<file path="src/rtl/integer_literal_parser_top_macros.svh">
// assertion macros shared by the integer literal parser rtl
// expects clk and arst_n in the scope of each use
`ifndef INTEGER_LITERAL_PARSER_TOP_MACROS_SVH
`define INTEGER_LITERAL_PARSER_TOP_MACROS_SVH

// same-cycle implication, checked outside reset
`define ILP_ASSERT_NOW(label, ante, cons, msg) \
	label: assert property (@(posedge clk) disable iff (!arst_n) (ante) |-> (cons)) \
		else $error(msg);

// next-cycle implication, checked outside reset
`define ILP_ASSERT_NEXT(label, ante, cons, msg) \
	label: assert property (@(posedge clk) disable iff (!arst_n) (ante) |=> (cons)) \
		else $error(msg);

`endif

</file>
<file path="src/rtl/ilp_pkg.sv">
// types and character codes for the integer literal parser
// no dependencies
package ilp_pkg;

	localparam int unsigned CharW  = 8;
	localparam int unsigned ValueW = 64;
	localparam int unsigned DigitW = 4;

	// characters with a meaning to the parser
	localparam logic [CharW-1:0] CH_END   = 8'h00;
	localparam logic [CharW-1:0] CH_MINUS = 8'h2d;
	localparam logic [CharW-1:0] CH_ZERO  = 8'h30;
	localparam logic [CharW-1:0] CH_ONE   = 8'h31;
	localparam logic [CharW-1:0] CH_SEVEN = 8'h37;
	localparam logic [CharW-1:0] CH_NINE  = 8'h39;
	localparam logic [CharW-1:0] CH_UP_A  = 8'h41;
	localparam logic [CharW-1:0] CH_UP_F  = 8'h46;
	localparam logic [CharW-1:0] CH_UNDER = 8'h5f;
	localparam logic [CharW-1:0] CH_LO_A  = 8'h61;
	localparam logic [CharW-1:0] CH_LO_B  = 8'h62;
	localparam logic [CharW-1:0] CH_LO_C  = 8'h63;
	localparam logic [CharW-1:0] CH_LO_F  = 8'h66;
	localparam logic [CharW-1:0] CH_LO_X  = 8'h78;

	// parse phase, one-hot
	typedef enum logic [3:0] {
		PH_START      = 4'b0001,
		PH_AFTER_SIGN = 4'b0010,
		PH_AFTER_ZERO = 4'b0100,
		PH_DIGITS     = 4'b1000
	} phase_t;

	typedef enum logic [1:0] {
		BASE_DEC = 2'd0,
		BASE_HEX = 2'd1,
		BASE_BIN = 2'd2,
		BASE_OCT = 2'd3
	} base_t;

	// finished literal handed from the parser core to the output register
	typedef struct packed {
		logic              valid;
		logic [ValueW-1:0] value;
	} result_t;

endpackage

</file>
<file path="src/rtl/ilp_core.sv">
// parser core: phase, base, sign and accumulator registers with the per-character update
// depends on ilp_pkg and integer_literal_parser_top_macros.svh
`include "integer_literal_parser_top_macros.svh"

module ilp_core import ilp_pkg::*; (
	input  logic             clk,
	input  logic             arst_n,
	input  logic             take,
	input  logic [CharW-1:0] ch,
	output result_t          res
);

	phase_t            phase_q, phase_nxt;
	base_t             base_q, base_nxt;
	logic              neg_q, neg_nxt;
	logic [ValueW-1:0] acc_q, acc_nxt;
	logic              is_end;
	logic              use_digit;
	logic [DigitW-1:0] digit;
	logic [ValueW-1:0] acc_step;

	assign is_end = (ch == CH_END);

	// phase and base transitions
	always_comb begin
		phase_nxt = phase_q;
		base_nxt  = base_q;
		neg_nxt   = neg_q;
		use_digit = 1'b0;
		case (phase_q)
			PH_START, PH_AFTER_SIGN: begin
				if (phase_q == PH_START && ch == CH_MINUS) begin
					neg_nxt   = 1'b1;
					phase_nxt = PH_AFTER_SIGN;
				end else if (ch == CH_ZERO) begin
					phase_nxt = PH_AFTER_ZERO;
				end else begin
					base_nxt  = BASE_DEC;
					use_digit = 1'b1;
					phase_nxt = PH_DIGITS;
				end
			end
			PH_AFTER_ZERO: begin
				if (ch == CH_LO_X) begin
					base_nxt = BASE_HEX;
				end else if (ch == CH_LO_B) begin
					base_nxt = BASE_BIN;
				end else if (ch == CH_LO_C) begin
					base_nxt = BASE_OCT;
				end else begin
					// plain octal keeps this character as its first digit
					base_nxt  = BASE_OCT;
					use_digit = 1'b1;
				end
				phase_nxt = PH_DIGITS;
			end
			PH_DIGITS: begin
				use_digit = 1'b1;
			end
			default: begin
				phase_nxt = PH_START;
			end
		endcase
	end

	// digit value in the new base, zero for anything not a digit of it
	always_comb begin
		digit = '0;
		case (base_nxt)
			BASE_HEX: begin
				if (ch >= CH_ZERO && ch <= CH_NINE)
					digit = DigitW'(ch - CH_ZERO);
				else if (ch >= CH_UP_A && ch <= CH_UP_F)
					digit = DigitW'(ch - CH_UP_A + 8'd10);
				else if (ch >= CH_LO_A && ch <= CH_LO_F)
					digit = DigitW'(ch - CH_LO_A + 8'd10);
			end
			BASE_BIN: begin
				if (ch >= CH_ZERO && ch <= CH_ONE)
					digit = DigitW'(ch - CH_ZERO);
			end
			BASE_OCT: begin
				if (ch >= CH_ZERO && ch <= CH_SEVEN)
					digit = DigitW'(ch - CH_ZERO);
			end
			default: begin
				if (ch >= CH_ZERO && ch <= CH_NINE)
					digit = DigitW'(ch - CH_ZERO);
			end
		endcase
	end

	// shift or times-ten step, times ten as two shifts and an add
	always_comb begin
		case (base_nxt)
			BASE_HEX: acc_step = {acc_q[ValueW-5:0], 4'b0000} | ValueW'(digit);
			BASE_BIN: acc_step = {acc_q[ValueW-2:0], 1'b0} | ValueW'(digit);
			BASE_OCT: acc_step = {acc_q[ValueW-4:0], 3'b000} | ValueW'(digit);
			default:  acc_step = {acc_q[ValueW-4:0], 3'b000} + {acc_q[ValueW-2:0], 1'b0}
				+ ValueW'(digit);
		endcase
	end

	// underscores never touch the accumulator
	assign acc_nxt = (use_digit && ch != CH_UNDER) ? acc_step : acc_q;

	// state registers, cleared when the terminator is taken
	always_ff @(posedge clk or negedge arst_n) begin
		if (!arst_n) begin
			phase_q <= PH_START;
			base_q  <= BASE_DEC;
			neg_q   <= 1'b0;
			acc_q   <= '0;
		end else if (take) begin
			if (is_end) begin
				phase_q <= PH_START;
				base_q  <= BASE_DEC;
				neg_q   <= 1'b0;
				acc_q   <= '0;
			end else begin
				phase_q <= phase_nxt;
				base_q  <= base_nxt;
				neg_q   <= neg_nxt;
				acc_q   <= acc_nxt;
			end
		end
	end

	// result on the terminator, negated when a sign was seen
	assign res.valid = take && is_end;
	assign res.value = neg_q ? (ValueW'(0) - acc_q) : acc_q;

	`ILP_ASSERT_NEXT(a_end_clears, take && is_end, phase_q == PH_START && acc_q == '0 && !neg_q,
		"terminator did not clear parser state")
	`ILP_ASSERT_NOW(a_sign_phase, neg_q, phase_q != PH_START,
		"sign flag set while still at start")
	`ILP_ASSERT_NOW(a_base_phase, base_q != BASE_DEC, phase_q == PH_DIGITS,
		"non-decimal base outside digit phase")

endmodule

</file>
<file path="src/rtl/ilp_out_reg.sv">
// output register holding one finished value until its transfer
// depends on ilp_pkg and integer_literal_parser_top_macros.svh
`include "integer_literal_parser_top_macros.svh"

module ilp_out_reg import ilp_pkg::*; (
	input  logic              clk,
	input  logic              arst_n,
	input  result_t           res,
	input  logic              value_stall,
	output logic              value_valid,
	output logic [ValueW-1:0] value,
	output logic              free
);

	logic              valid_q;
	logic [ValueW-1:0] value_q;

	// slot can take a new value when empty or when its value moves this cycle
	assign free = !valid_q || !value_stall;

	always_ff @(posedge clk or negedge arst_n) begin
		if (!arst_n) begin
			valid_q <= 1'b0;
		end else if (free) begin
			valid_q <= res.valid;
		end
	end

	always_ff @(posedge clk) begin
		if (free && res.valid) begin
			value_q <= res.value;
		end
	end

	assign value_valid = valid_q;
	assign value       = value_q;

	`ILP_ASSERT_NOW(a_no_overwrite, res.valid, free,
		"result offered while output slot is held")
	`ILP_ASSERT_NEXT(a_load_shows, res.valid && free, valid_q && value_q == $past(res.value),
		"loaded result not presented")
	`ILP_ASSERT_NEXT(a_drain, valid_q && !value_stall && !res.valid, !valid_q,
		"output slot not emptied after transfer")

endmodule

</file>
<file path="src/rtl/integer_literal_parser_top.sv">
// Integer literal parser: takes one character per transfer on ch and, on the zero
// byte, gives the signed 64-bit value of the literal on value. A leading '-' negates;
// "0x", "0b", "0c" select hex, binary, octal, any other character after a leading '0'
// starts plain octal, otherwise decimal. Underscores are skipped, characters that are
// not digits of the base count as zero, and the value wraps modulo 2^64. One character
// is accepted every cycle unless the input stalls; the accumulator update (a shift, or
// times ten as a shift-add) sets that rate. A terminator passes the input register, then
// the output register, before its value is presented; the input stalls only while a
// terminator in the input register waits behind a finished value held at a stalled output.
// depends on ilp_pkg, ilp_core, ilp_out_reg and integer_literal_parser_top_macros.svh
`include "integer_literal_parser_top_macros.svh"

module integer_literal_parser_top import ilp_pkg::*; (
	input  logic              clk,
	input  logic              arst_n,
	input  logic              ch_valid,
	output logic              ch_stall,
	input  logic [CharW-1:0]  ch,
	output logic              value_valid,
	input  logic              value_stall,
	output logic signed [ValueW-1:0] value
);

	logic             valid_s1;
	logic [CharW-1:0] ch_s1;
	logic             take;
	logic             out_free;
	result_t          res;
	logic [ValueW-1:0] value_raw;

	// input register: holds a terminator while the output slot is held
	assign ch_stall = valid_s1 && (ch_s1 == CH_END) && !out_free;
	assign take     = valid_s1 && !ch_stall;

	always_ff @(posedge clk or negedge arst_n) begin
		if (!arst_n) begin
			valid_s1 <= 1'b0;
		end else if (!ch_stall) begin
			valid_s1 <= ch_valid;
		end
	end

	always_ff @(posedge clk) begin
		if (!ch_stall && ch_valid) begin
			ch_s1 <= ch;
		end
	end

	ilp_core u_core (
		.clk    (clk),
		.arst_n (arst_n),
		.take   (take),
		.ch     (ch_s1),
		.res    (res)
	);

	ilp_out_reg u_out (
		.clk         (clk),
		.arst_n      (arst_n),
		.res         (res),
		.value_stall (value_stall),
		.value_valid (value_valid),
		.value       (value_raw),
		.free        (out_free)
	);

	assign value = signed'(value_raw);

	`ILP_ASSERT_NEXT(a_term_emits, take && ch_s1 == CH_END, value_valid,
		"terminator taken without a result")
	`ILP_ASSERT_NOW(a_stall_only_term, ch_stall, valid_s1 && ch_s1 == CH_END,
		"input stalled without a waiting terminator")
	`ILP_ASSERT_NOW(a_stall_cause, ch_stall, value_valid && value_stall,
		"input stalled while output is free")

endmodule
</file>
<file path="config.mk">
export PLATFORM = sky130hd
export DESIGN_NAME = integer_literal_parser_top
export DESIGN_NICKNAME = d
export VERILOG_FILES = /design/src/rtl/ilp_pkg.sv /design/src/rtl/ilp_core.sv /design/src/rtl/ilp_out_reg.sv /design/src/rtl/integer_literal_parser_top.sv
export VERILOG_INCLUDE_DIRS = /design/src /design/src/rtl
export SDC_FILE = /design/constraint.sdc
export NUM_CORES = 1
export LEC_CHECK = 0
export ABC_AREA = 1
export BUFFER_PORTS_ARGS = -buffer_cell sky130_fd_sc_hd__buf_4
export CORE_MARGIN = 10
export CORE_UTILIZATION = 45
export CTS_CLUSTER_SIZE = 30
export DETAILED_ROUTE_END_ITERATION = 10
export GPL_ROUTABILITY_DRIVEN = 0
export PLACE_DENSITY_LB_ADDON = 0.12
export RECOVER_POWER = 100
export SETUP_SLACK_MARGIN = 0.1
export SLEW_MARGIN = 20
export SYNTH_ARGS = -nofsm -noshare
export SYNTH_HDL_FRONTEND = slang
export SYNTH_SLANG_ARGS = --single-unit
</file>
<file path="constraint.sdc">
create_clock -name clk -period 7.3 [get_ports clk]
set_input_delay 0.365 -clock clk [delete_from_list [all_inputs] [get_ports clk]]
set_output_delay 0.365 -clock clk [all_outputs]
set_load 0.02 [all_outputs]
</file>
Yosys cells after proc, flatten, opt, wreduce, memory -nomap -nowiden
Index checks and enable logic that the tools add are counted.
W data, S select, Z words.
{"block": "word_totals", "reg_bits": 145, "output_inout_bits": 66, "elab_cells": 97}
{"block": "op_classes", "add_sub_neg": 8, "order_cmp": 8, "eq_ne": 14, "mux": 30, "bitwise_logic": 3, "n_reduce_logical": 26}
{"op": "$mux W64", "n": 3}
{"op": "$or A64 B4 Y64", "n": 3}
{"op": "$pmux W64 S3", "n": 1}
{"op": "$add A64 B4 Y64", "n": 1}
{"op": "$add A64 B64 Y64", "n": 1}
{"op": "$sub A1 B64 Y64 const A", "n": 1}
{"op": "$mux W4", "n": 9}
{"op": "$eq A8 B7 Y1 const B", "n": 3}
{"op": "$le A8 B6 Y1 const B", "n": 3}
{"op": "$pmux W4 S3", "n": 2}
{"op": "$eq A8 B6 Y1 const B", "n": 2}
{"op": "$ge A8 B7 Y1 const B", "n": 2}
{"op": "$le A8 B7 Y1 const B", "n": 2}
{"op": "$logic_and A1 B1 Y1", "n": 13}
{"op": "$sub A4 B1 Y4 const B", "n": 3}
{"op": "$mux W1", "n": 9}
{"op": "$add A4 B4 Y4 const B", "n": 2}
{"op": "$ge A8 B6 Y1 const B", "n": 1}
{"op": "$logic_not A8 Y1", "n": 1}
{"op": "$mux W2", "n": 4}
{"op": "$ne A8 B7 Y1 const B", "n": 1}
{"op": "$reduce_bool A2 Y1", "n": 3}
{"op": "$eq A2 B2 Y1 const B", "n": 2}
{"op": "$eq A4 B1 Y1 const B", "n": 1}
{"op": "12 further kinds", "n": 16}

Longest topological paths before layout
Gate-level depths: netlist of run 1.
{"block": "depth", "ltp_word": 10, "depth_mapped": 32, "ltp_nobuf": 31}

Modules after synthesis
From an unflattened synthesis of run 1, not the netlist that was laid out.
{"block": "hier_totals", "cells_unflattened": 2543, "hier_area_um2": 15770.1}
{"mod": "ilp_core", "instances": 1, "cells_each": 2452, "area_each_um2": 13475.4}
{"mod": "ilp_out_reg", "instances": 1, "cells_each": 69, "area_each_um2": 1963.1}
{"mod": "integer_literal_parser_top", "instances": 1, "cells_each": 22, "area_each_um2": 331.6}

Worst setup path before layout of run 1
No wires, ideal clock.
{"block": "synth_timing", "path_type": "register to register", "startpoint": "reg ch_s1[0]", "endpoint": "reg u_core.acc_q[4]", "setup_time_ns": 0.123, "t_arrival_ns": 4.899, "t_required_ns": 7.177, "path_slack_ns": 2.278, "stages_incl_launch_ff": 9, "cell_sequence": "edfxtp_1 -> inv_1 -> ha_1 -> nand4_1 -> a21oi_1 -> nor2_2 -> buf_2 -> nand2_1 -> nand2_1"}
{"block": "synth_between", "elab_chain_len": 10, "elab_cells_between_ends": 58, "classes_between": "add/sub (6); order compare (8); eq/ne (9); mux (21); reduce/logical (14)"}
{"item": "start: declaration", "line_no": "integer_literal_parser_top.sv:25", "source": "logic [CharW-1:0] ch_s1;"}
{"item": "start signal: assignment", "line_no": "integer_literal_parser_top.sv:45", "source": "ch_s1 <= ch;"}
{"item": "$sub A4 B1 Y4, or another cell as far along", "line_no": "ilp_core.sv:74, ilp_core.sv:76"}
{"item": "$add A4 B4 Y4, or another cell as far along", "line_no": "ilp_core.sv:74, ilp_core.sv:76"}
{"item": "$mux W4, or another cell as far along", "line_no": "ilp_core.sv:75", "source": "else if (ch >= CH_LO_A && ch <= CH_LO_F)"}
{"item": "$mux W4 or $pmux W2 S2 (tied branches)", "line_no": "ilp_core.sv:73, ilp_core.sv:30"}
{"item": "$mux W4, or another cell as far along", "line_no": "ilp_core.sv:71", "source": "if (ch >= CH_ZERO && ch <= CH_NINE)"}
{"item": "$pmux W4 S3", "line_no": "ilp_core.sv:69", "source": "case (base_nxt)"}
{"item": "$add A64 B4 Y64", "line_no": "ilp_core.sv:100", "source": "+ ValueW'(digit);"}
{"item": "$pmux W64 S3", "line_no": "ilp_core.sv:95", "source": "case (base_nxt)"}
{"item": "$mux W64", "line_no": "ilp_core.sv:105", "source": "assign acc_nxt = (use_digit && ch != CH_UNDER) ? acc_step : acc_q;"}
{"item": "$mux W64", "line_no": "ilp_core.sv:115", "source": "if (is_end) begin"}
{"item": "end signal: assignment", "line_no": "ilp_core.sv:124", "source": "acc_q <= acc_nxt;"}
{"item": "end: declaration", "line_no": "ilp_core.sv:16", "source": "logic [ValueW-1:0] acc_q, acc_nxt;"}
Several ways; a longest one is shown, not always the timed one. The select of a mux whose other input is x is not followed.
A chain may end at the register's enable or synchronous reset.

Worst setup path after layout of run 1
{"block": "layout_timing", "startpoint": "reg ch_s1[0]", "endpoint": "reg u_core.acc_q[13]"}
The elaborated chain is that of the path after synthesis.

==> results.txt, run 1 <==
Endpoints failing hold -> 0
H-Tree Depth -> 4
# DRC -> 0
Mean routed wirelength per cell -> 18.5 um
Status -> complete, but fails checks
CP Capture Type -> register
Dpl cells -> 3030
Initial Util -> 45.6%
Main synth FF type -> edfxtp_1
Psw -> 0.00476 W
Fillers -> 3643
Post-DP HPWL -> 44700 um
Synth cell types -> 49
Fmax -> 164 MHz
Total of max-cap violations -> 6
Clock share of power -> 11.8%
Number of synthesized flops with an enable pin -> 72
Internal power -> 0.00350 W
Yosys warnings -> 0
GR Util All Layers -> 25.4%
Clk slew on worst S/H paths -> 0.07 ns
Async SR Flop Fraction -> 50.3%
Post-cts sizing count -> 0
Register Area -> 3990 um^2
Final min period -> 6.11 ns
Clk Tree Root Cell -> clkbuf_16
Initial antenna violation count -> 0
Worst Clk Skew -> 0.0162 ns
Least-Margin Pin Slew -> 3.21 ns
Period utilisation layout -> 83.7%
Flops & latches, synth -> 145
WS Path Type -> reg -> reg
Max-slew headroom -> -114%
Pins Over Slew Limit -> 251
Critical Path Source Type -> register
Hold Path Class -> in -> reg
Vias in the first global route -> 15700
Post-Syn Nets -> 2714
First-pass GRT wire length -> 87600 um
Worst VDD drop -> 309 uV
Clk_lat worst skew -> 0.44 ns
Worst hold slack -> 0.123 ns
GRT Residual Overflow -> 0
Net count, final -> 2741
Die area -> 43000 um^2
Port bufs -> 77
Post-Route WL -> 56500 um
Flop pwr share -> 20.4%
Sequential-to-total area share from yosys stat -> 25.2%
Post-CTS setup buffers -> 0
Vias per inst -> 5.47
Largest net degree at the start of global routing -> 74
CTS tree -> done
Non-filler cells, final -> 3064
Setup-failing EPs final -> 0
CTS max path bufs -> 2
Diodes inserted -> 0
Data arrival, critical path -> 6.48 ns
# IOs -> 78
Die Y -> 207 um
Total core area -> 34600 um^2
Failing checks -> max-capacitance violations, max-slew violations
Pwr/cell area -> 488 nW/um^2
Post-route setup TNS -> 0 ns
Switch share -> 57.6%
Crit-path max FO -> 45
Share of layout cells above drive strength 1 -> 2.99%
Area of the multi-input gates -> 9930 um^2
Via count -> 16800
Syn-to-layout area delta -> 7.26%
RSZ-0062 raised after global routing -> false
Syn Std Cell Area -> 15800 um^2
Clock sink count -> 145
Comb power frac -> 67.8%
CTS Buf Count -> 17
Avg Cell Area, Syn -> 6.15 um^2
Std-Cell Rows -> 68
Post-route antenna net violation count -> 0
DR pass1 iterations -> 5
Critical path data required time -> 7.67 ns
Iter 0 DRT Violations -> 1632
Syn Inst Count -> 2569
Leak -> 8.83 nW
Die width -> 207 um
==> final cells by class <==
| cell class | count | area share, % |
|---|---|---|
| timing repair buffer | 85 | 2.18 |
| clock inverter | 14 | 1.25 |
| multi-input combinational | 1962 | 58.6 |
| inverter | 385 | 8.56 |
| sequential | 145 | 23.5 |
| clock buffer | 18 | 2.53 |
| tap | 455 | 3.36 |
==> critical path, stage by stage, from the launching register on <==
cell      delay [ns]
edfxtp_1        0.49
inv_1           0.17
ha_1            0.23
nand2_1         0.07
nor2_1          0.20
nor2_2          0.06
nand2_1         0.15
nand3_1         0.10
nand2_1         0.62
inv_2           0.03
buf_4           0.32
nor2_1          1.81
clkbuf_1        1.35
nand2_1         0.19
nand2_1         0.15
==> per-stage QoR <==
stage / instance area [um^2] / setup WS [ns] / total power [W] / utilization, %
finish: 17000 / 1.19 / 0.00827 / 49.0
CTS: 17300 / 2.11 / 0.00819 / 49.8
global route: 17000 / 0.803 / 0.00896 / 49.0
detailed placement: 16600 / 2.18 / 0.00718 / 48.0
floorplan: 15800 / 2.28 / 0.00535 / -
global placement: 16600 / 2.33 / 0.00713 / 48.0
==> cell usage after synthesis (2+ instances only) <==
library cell / n / area share, %
nor3_1: 25 / 0.79
clkbuf_1: 35 / 0.83
inv_2: 4 / 0.095
a31oi_1: 3 / 0.12
buf_6: 9 / 0.64
o21ai_0: 81 / 2.6
inv_1: 378 / 9.0
edfxtp_1: 72 / 14
a21o_1: 4 / 0.19
nand3_1: 249 / 7.9
o21ai_2: 4 / 0.22
nand2_4: 2 / 0.14
nor2_1: 205 / 4.9
nand4_1: 48 / 1.9
ha_1: 131 / 10
and2_1: 2 / 0.079
xor2_1: 52 / 2.9
nand3_2: 2 / 0.13
xnor2_1: 21 / 1.2
nand2_1: 939 / 22
buf_1: 7 / 0.17
a21oi_1: 85 / 2.7
nor4_1: 16 / 0.63
nand3b_1: 2 / 0.095
o21ai_1: 35 / 1.1
inv_4: 2 / 0.079
buf_4: 4 / 0.19
fa_1: 2 / 0.25
nand2_2: 4 / 0.16
dfrtp_1: 72 / 11
and3_1: 5 / 0.20
o21bai_1: 9 / 0.43
nor2_2: 6 / 0.24
or2_2: 13 / 0.51
buf_2: 21 / 0.66
nor2_4: 2 / 0.14
o22ai_1: 2 / 0.079
o211ai_1: 5 / 0.24
==> logic make-up (layout without fill, tap and decap cells) <==
logic type / count (synthesis) / count (layout) / synth area share, %
xor+xnor: 73 / 73 / 4.05
buf+inv: 462 / 502 / 11.7
fa+ha+maj: 133 / 133 / 10.6
simple gates: 1526 / 1526 / 40.6
compound gates: 230 / 230 / 7.75
flops: 145 / 145 / 25.2
==> registers in the layout, indices dropped and copies added, names as in the netlist <==
name	cells
u_out.value_valid	1
ch_s1	8
u_core.neg_q	1
u_core.base_q	2
u_core.acc_q	64
u_core.phase_q	4
valid_s1	1
u_out.value	64
==> what timing repair did <==
action | CTS | global route
setup endpoints to repair | 0 | 0
hold buffers | 0 | 1
hold endpoints to repair | 0 | 20
==> cell usage in the layout, fill, tap and decap left out, types with 30 or more instances in the layout <==
cell	instances
o21ai_0	90
dfrtp_1	71
xor2_1	52
clkbuf_1	73
inv_1	378
nand2_1	941
a21oi_1	86
edfxtp_1	72
o21ai_1	30
ha_1	131
nand4_1	48
nand3_1	249
nor2_1	208
==> layer usage <==
metal	share of wire (%)	vias to the layer above	track usage, %
met2	46	726	41.9
met3	7.5	129	4.32
met1	42	7671	31.1
met4	5.3	0	13.0
met5	0	-	0
li1	-	8246	-
==> final timing paths <==
| check | cells after the start | end | start | slack (ns) |
|---|---|---|---|---|
| max | 14 | u_core.acc_q[13]$_DFFE_PN0P_ | ch_s1[0]$_DFFE_PP_ | 1.19 |
| min reg2reg | 2 | u_core.acc_q[63]$_DFFE_PN0P_ | u_core.acc_q[63]$_DFFE_PN0P_ | 0.52 |
| max in group asynchronous | 3 | u_core.neg_q$_DFFE_PN0P_ | arst_n | 2.70 |
| min in group asynchronous | 2 | u_core.acc_q[14]$_DFFE_PN0P_ | arst_n | 0.73 |
| max reg2reg | 14 | u_core.acc_q[13]$_DFFE_PN0P_ | ch_s1[0]$_DFFE_PP_ | 1.19 |
| min | 1 | ch_s1[4]$_DFFE_PP_ | ch[4] | 0.12 |
==> power groups by stage <==
stage | logic, W | clock network, W | registers (W)
3_5_place_dp | 0.00549 | 0 | 0.00169
6_report | 0.00560 | 0.000977 | 0.00169
2_1_floorplan | 0.00403 | 0 | 0.00132
3_3_place_gp | 0.00544 | 0 | 0.00169
5_1_grt | 0.00625 | 0.00102 | 0.00170
4_1_cts | 0.00553 | 0.000987 | 0.00167
(Power assumes the default switching activity.)
==> run 2, diff against run 1 <==
Settings changed: ABC_AREA 1 to 0.
Clock period 7.3 ns to 6.4 ns, I/O delays scaled along.
==> results.txt, run 2 <==
Most frequent cells after synthesis -> nand2_1, o21ai_0, ha_1
Register Area -> 3990 um^2
Failing checks -> max-capacitance violations, max-slew violations
Setup-failing EPs final -> 0
Vias per inst -> 6.04
Area of the multi-input gates -> 8170 um^2
Max-slew headroom -> -85.8%
Fmax -> 170 MHz
GR Util All Layers -> 20.5%
Syn-to-layout area delta -> 7.65%
Die area -> 35500 um^2
Post-DP HPWL -> 25600 um
Post-CTS setup buffers -> 0
Clk_lat worst skew -> 0.44 ns
Avg Cell Area, Syn -> 8.60 um^2
# DRC -> 0
Post-synth top area share -> 16.9%
H-Tree Depth -> 4
First-pass GRT wire length -> 60500 um
Pwr/cell area -> 563 nW/um^2
Synth cell types -> 87
Cell accounting for the most synthesized area -> edfxtp_1
Pins Over Slew Limit -> 202
Post-Route WL -> 36500 um
Largest net degree at the start of global routing -> 73
Dpl cell area -> 13500 um^2
Die Y -> 188 um
Total power -> 0.00773 W
# IOs -> 78
Period utilisation layout -> 91.8%
Total of max-cap violations -> 4
Async SR Flop Fraction -> 50.3%
Yosys warnings -> 0
Vias in the first global route -> 11200
Diodes inserted -> 0
Port bufs -> 77
Commonest non-fill, non-tap cells in the layout -> nand2_1, o21ai_0, ha_1
CP Capture Type -> register
Net count, final -> 1631
CTS max path bufs -> 2
Crit-path max FO -> 6
Std-Cell Rows -> 61
Critical Path Source Type -> register
Post-route cell area -> 13700 um^2
Share of layout cells above drive strength 1 -> 5.80%
Least-Margin Pin Slew -> 2.79 ns
Most frequent cell after synthesis -> nand2_1
Endpoints failing hold -> 0
Post-Syn Nets -> 1628
Sequential-to-total area share from yosys stat -> 31.3%
Clk Tree Root Cell -> clkbuf_16
Flops & latches, synth -> 145
Critical path data required time -> 6.78 ns
Hold Path Class -> in -> reg
Via count -> 11300
Worst Clk Skew -> 0.0170 ns
Clk slew on worst S/H paths -> 0.07 ns
Mean routed wirelength per cell -> 19.4 um
Total core area -> 27900 um^2
CTS tree -> done
Syn Inst Count -> 1483
GRT Residual Overflow -> 0
CTS Buf Count -> 17
DR pass1 iterations -> 7
Final min period -> 5.87 ns
Leak -> 5.63 nW
Commonest non-fill, non-tap cell in the layout -> nand2_1
Worst VDD drop -> 328 uV
Status -> complete, but fails checks
Data arrival, critical path -> 6.25 ns
Top cells by area, synth -> edfxtp_1, dfrtp_1, ha_1, xnor2_1, nand2_1
RSZ-0062 raised after global routing -> false
Post-route setup TNS -> 0 ns
Clock sink count -> 145
Syn Std Cell Area -> 12800 um^2
WS Path Type -> reg -> reg
Initial antenna violation count -> 0
Die width -> 188 um
Number of synthesized flops with an enable pin -> 72
Initial Util -> 45.8%
Post-route antenna net violation count -> 0
Iter 0 DRT Violations -> 985
Fillers -> 2690
Main synth FF type -> edfxtp_1
==> run 2: cell types whose count changed in the layout (fill, tap and decap cells not counted), sizes merged, moves of 17 or more <==
cell	delta
nand2	-741
inv	-353
nand3	-205
nor2	-133
xnor2	+71
a21o	+43
o21ai	+35
a31oi	+33
nand4	-26
xor2	-25
o31ai	+24
a221oi	+17
==> run 2: cell families (layout without fill, tap and decap cells) <==
logic type	count (synthesis)	in the layout	share of synthesized area, %
AND/OR/NAND/NOR	457	457	17.3
buffers and inverters	135	151	4.47
adder cells (fa/ha/maj)	133	133	13.2
flip-flops	145	145	31.3
XOR/XNOR	119	119	8.17
AO/OA/AOI/OAI	474	474	23.8
multiplexers	20	20	1.87
==> run 2: timing repair <==
action                                 CTS  global route
hold buffers                             1             0
endpoints found under the hold margin   33             0
setup endpoints to repair                0            11
gates resized for setup                  0             4
==> run 2: path summary, 6_finish.rpt <==
kind,to,depth (start not counted),slack [ns],start
setup / recovery,u_core.acc_q[58]$_DFFE_PN0P_,23,0.53,u_core.phase_q[1]$_DFFE_PN0P_
hold / removal,ch_s1[1]$_DFFE_PP_,1,0.07,ch[1]
setup reg to reg,u_core.acc_q[58]$_DFFE_PN0P_,23,0.53,u_core.phase_q[1]$_DFFE_PN0P_
hold reg to reg,u_core.acc_q[63]$_DFFE_PN0P_,2,0.51,u_core.acc_q[63]$_DFFE_PN0P_
max in group asynchronous,u_core.acc_q[13]$_DFFE_PN0P_,3,2.26,arst_n
min in group asynchronous,u_core.acc_q[54]$_DFFE_PN0P_,2,0.98,arst_n
==> run 2: layer usage <==
layer | wire length [um] | vias to the layer above | track usage, % | share of wire [%]
li1 | - | 5487 | - | -
met1 | 16400 | 5429 | 27.3 | 45
met2 | 17000 | 380 | 33.2 | 46
met3 | 2330 | 39 | 3.77 | 6.4
met4 | 748 | 0 | 6.07 | 2.1
met5 | 0 | - | 0 | 0
==> run 2: cell type report <==
class | count | share of cell area (%)
clock buffer | 18 | 3.12
sequential | 145 | 29.0
inverter | 23 | 0.628
multi-input combinational | 1203 | 59.4
tap | 378 | 3.44
clock inverter | 14 | 1.06
timing repair buffer | 96 | 3.25
==> run 2: per-stage QoR <==
step / hold slack (ns) / setup slack (ns) / utilization [%] / cells
4_1_cts: 0.0369 / 0.432 / 50.6 / 1877
5_1_grt: 0.0549 / 0.0703 / 49.3 / 1877
3_3_place_gp: 0.306 / 0.593 / 48.5 / 1844
3_5_place_dp: 0.305 / 0.480 / 48.5 / 1844
6_report: 0.0738 / 0.528 / 49.3 / 1877
2_1_floorplan: 0.0244 / 0.911 / - / 1483
==> run 2: critical path, stage by stage (launching register included) <==
cell and delay (ns):
dfrtp_1 0.41, or4_1 0.51, or4_1 0.55, o2111ai_4 0.20
a31oi_1 0.16, nor3_1 0.22, o21ai_0 0.18, a21oi_1 0.16
a31oi_1 0.07, a21oi_1 0.21, ha_1 0.19, ha_1 0.18
fa_1 0.22, a21oi_1 0.10, nand4b_1 0.27, a2111oi_0 0.55
nor3_2 0.15, a21oi_2 0.23, a21o_1 0.24, a221oi_4 0.11
o31ai_1 0.40, xnor2_1 0.11, a221oi_1 0.28, a21o_1 0.12
==> run 2: power breakdown <==
| group | leakage (nW) | total [W] | switching, W | internal, W |
|---|---|---|---|---|
| combinational | 3.79 | 0.00489 | 0.00287 | 0.00202 |
| sequential | 1.57 | 0.00182 | 0.000560 | 0.00126 |
| clock | 0.266 | 0.00102 | 0.000471 | 0.000549 |
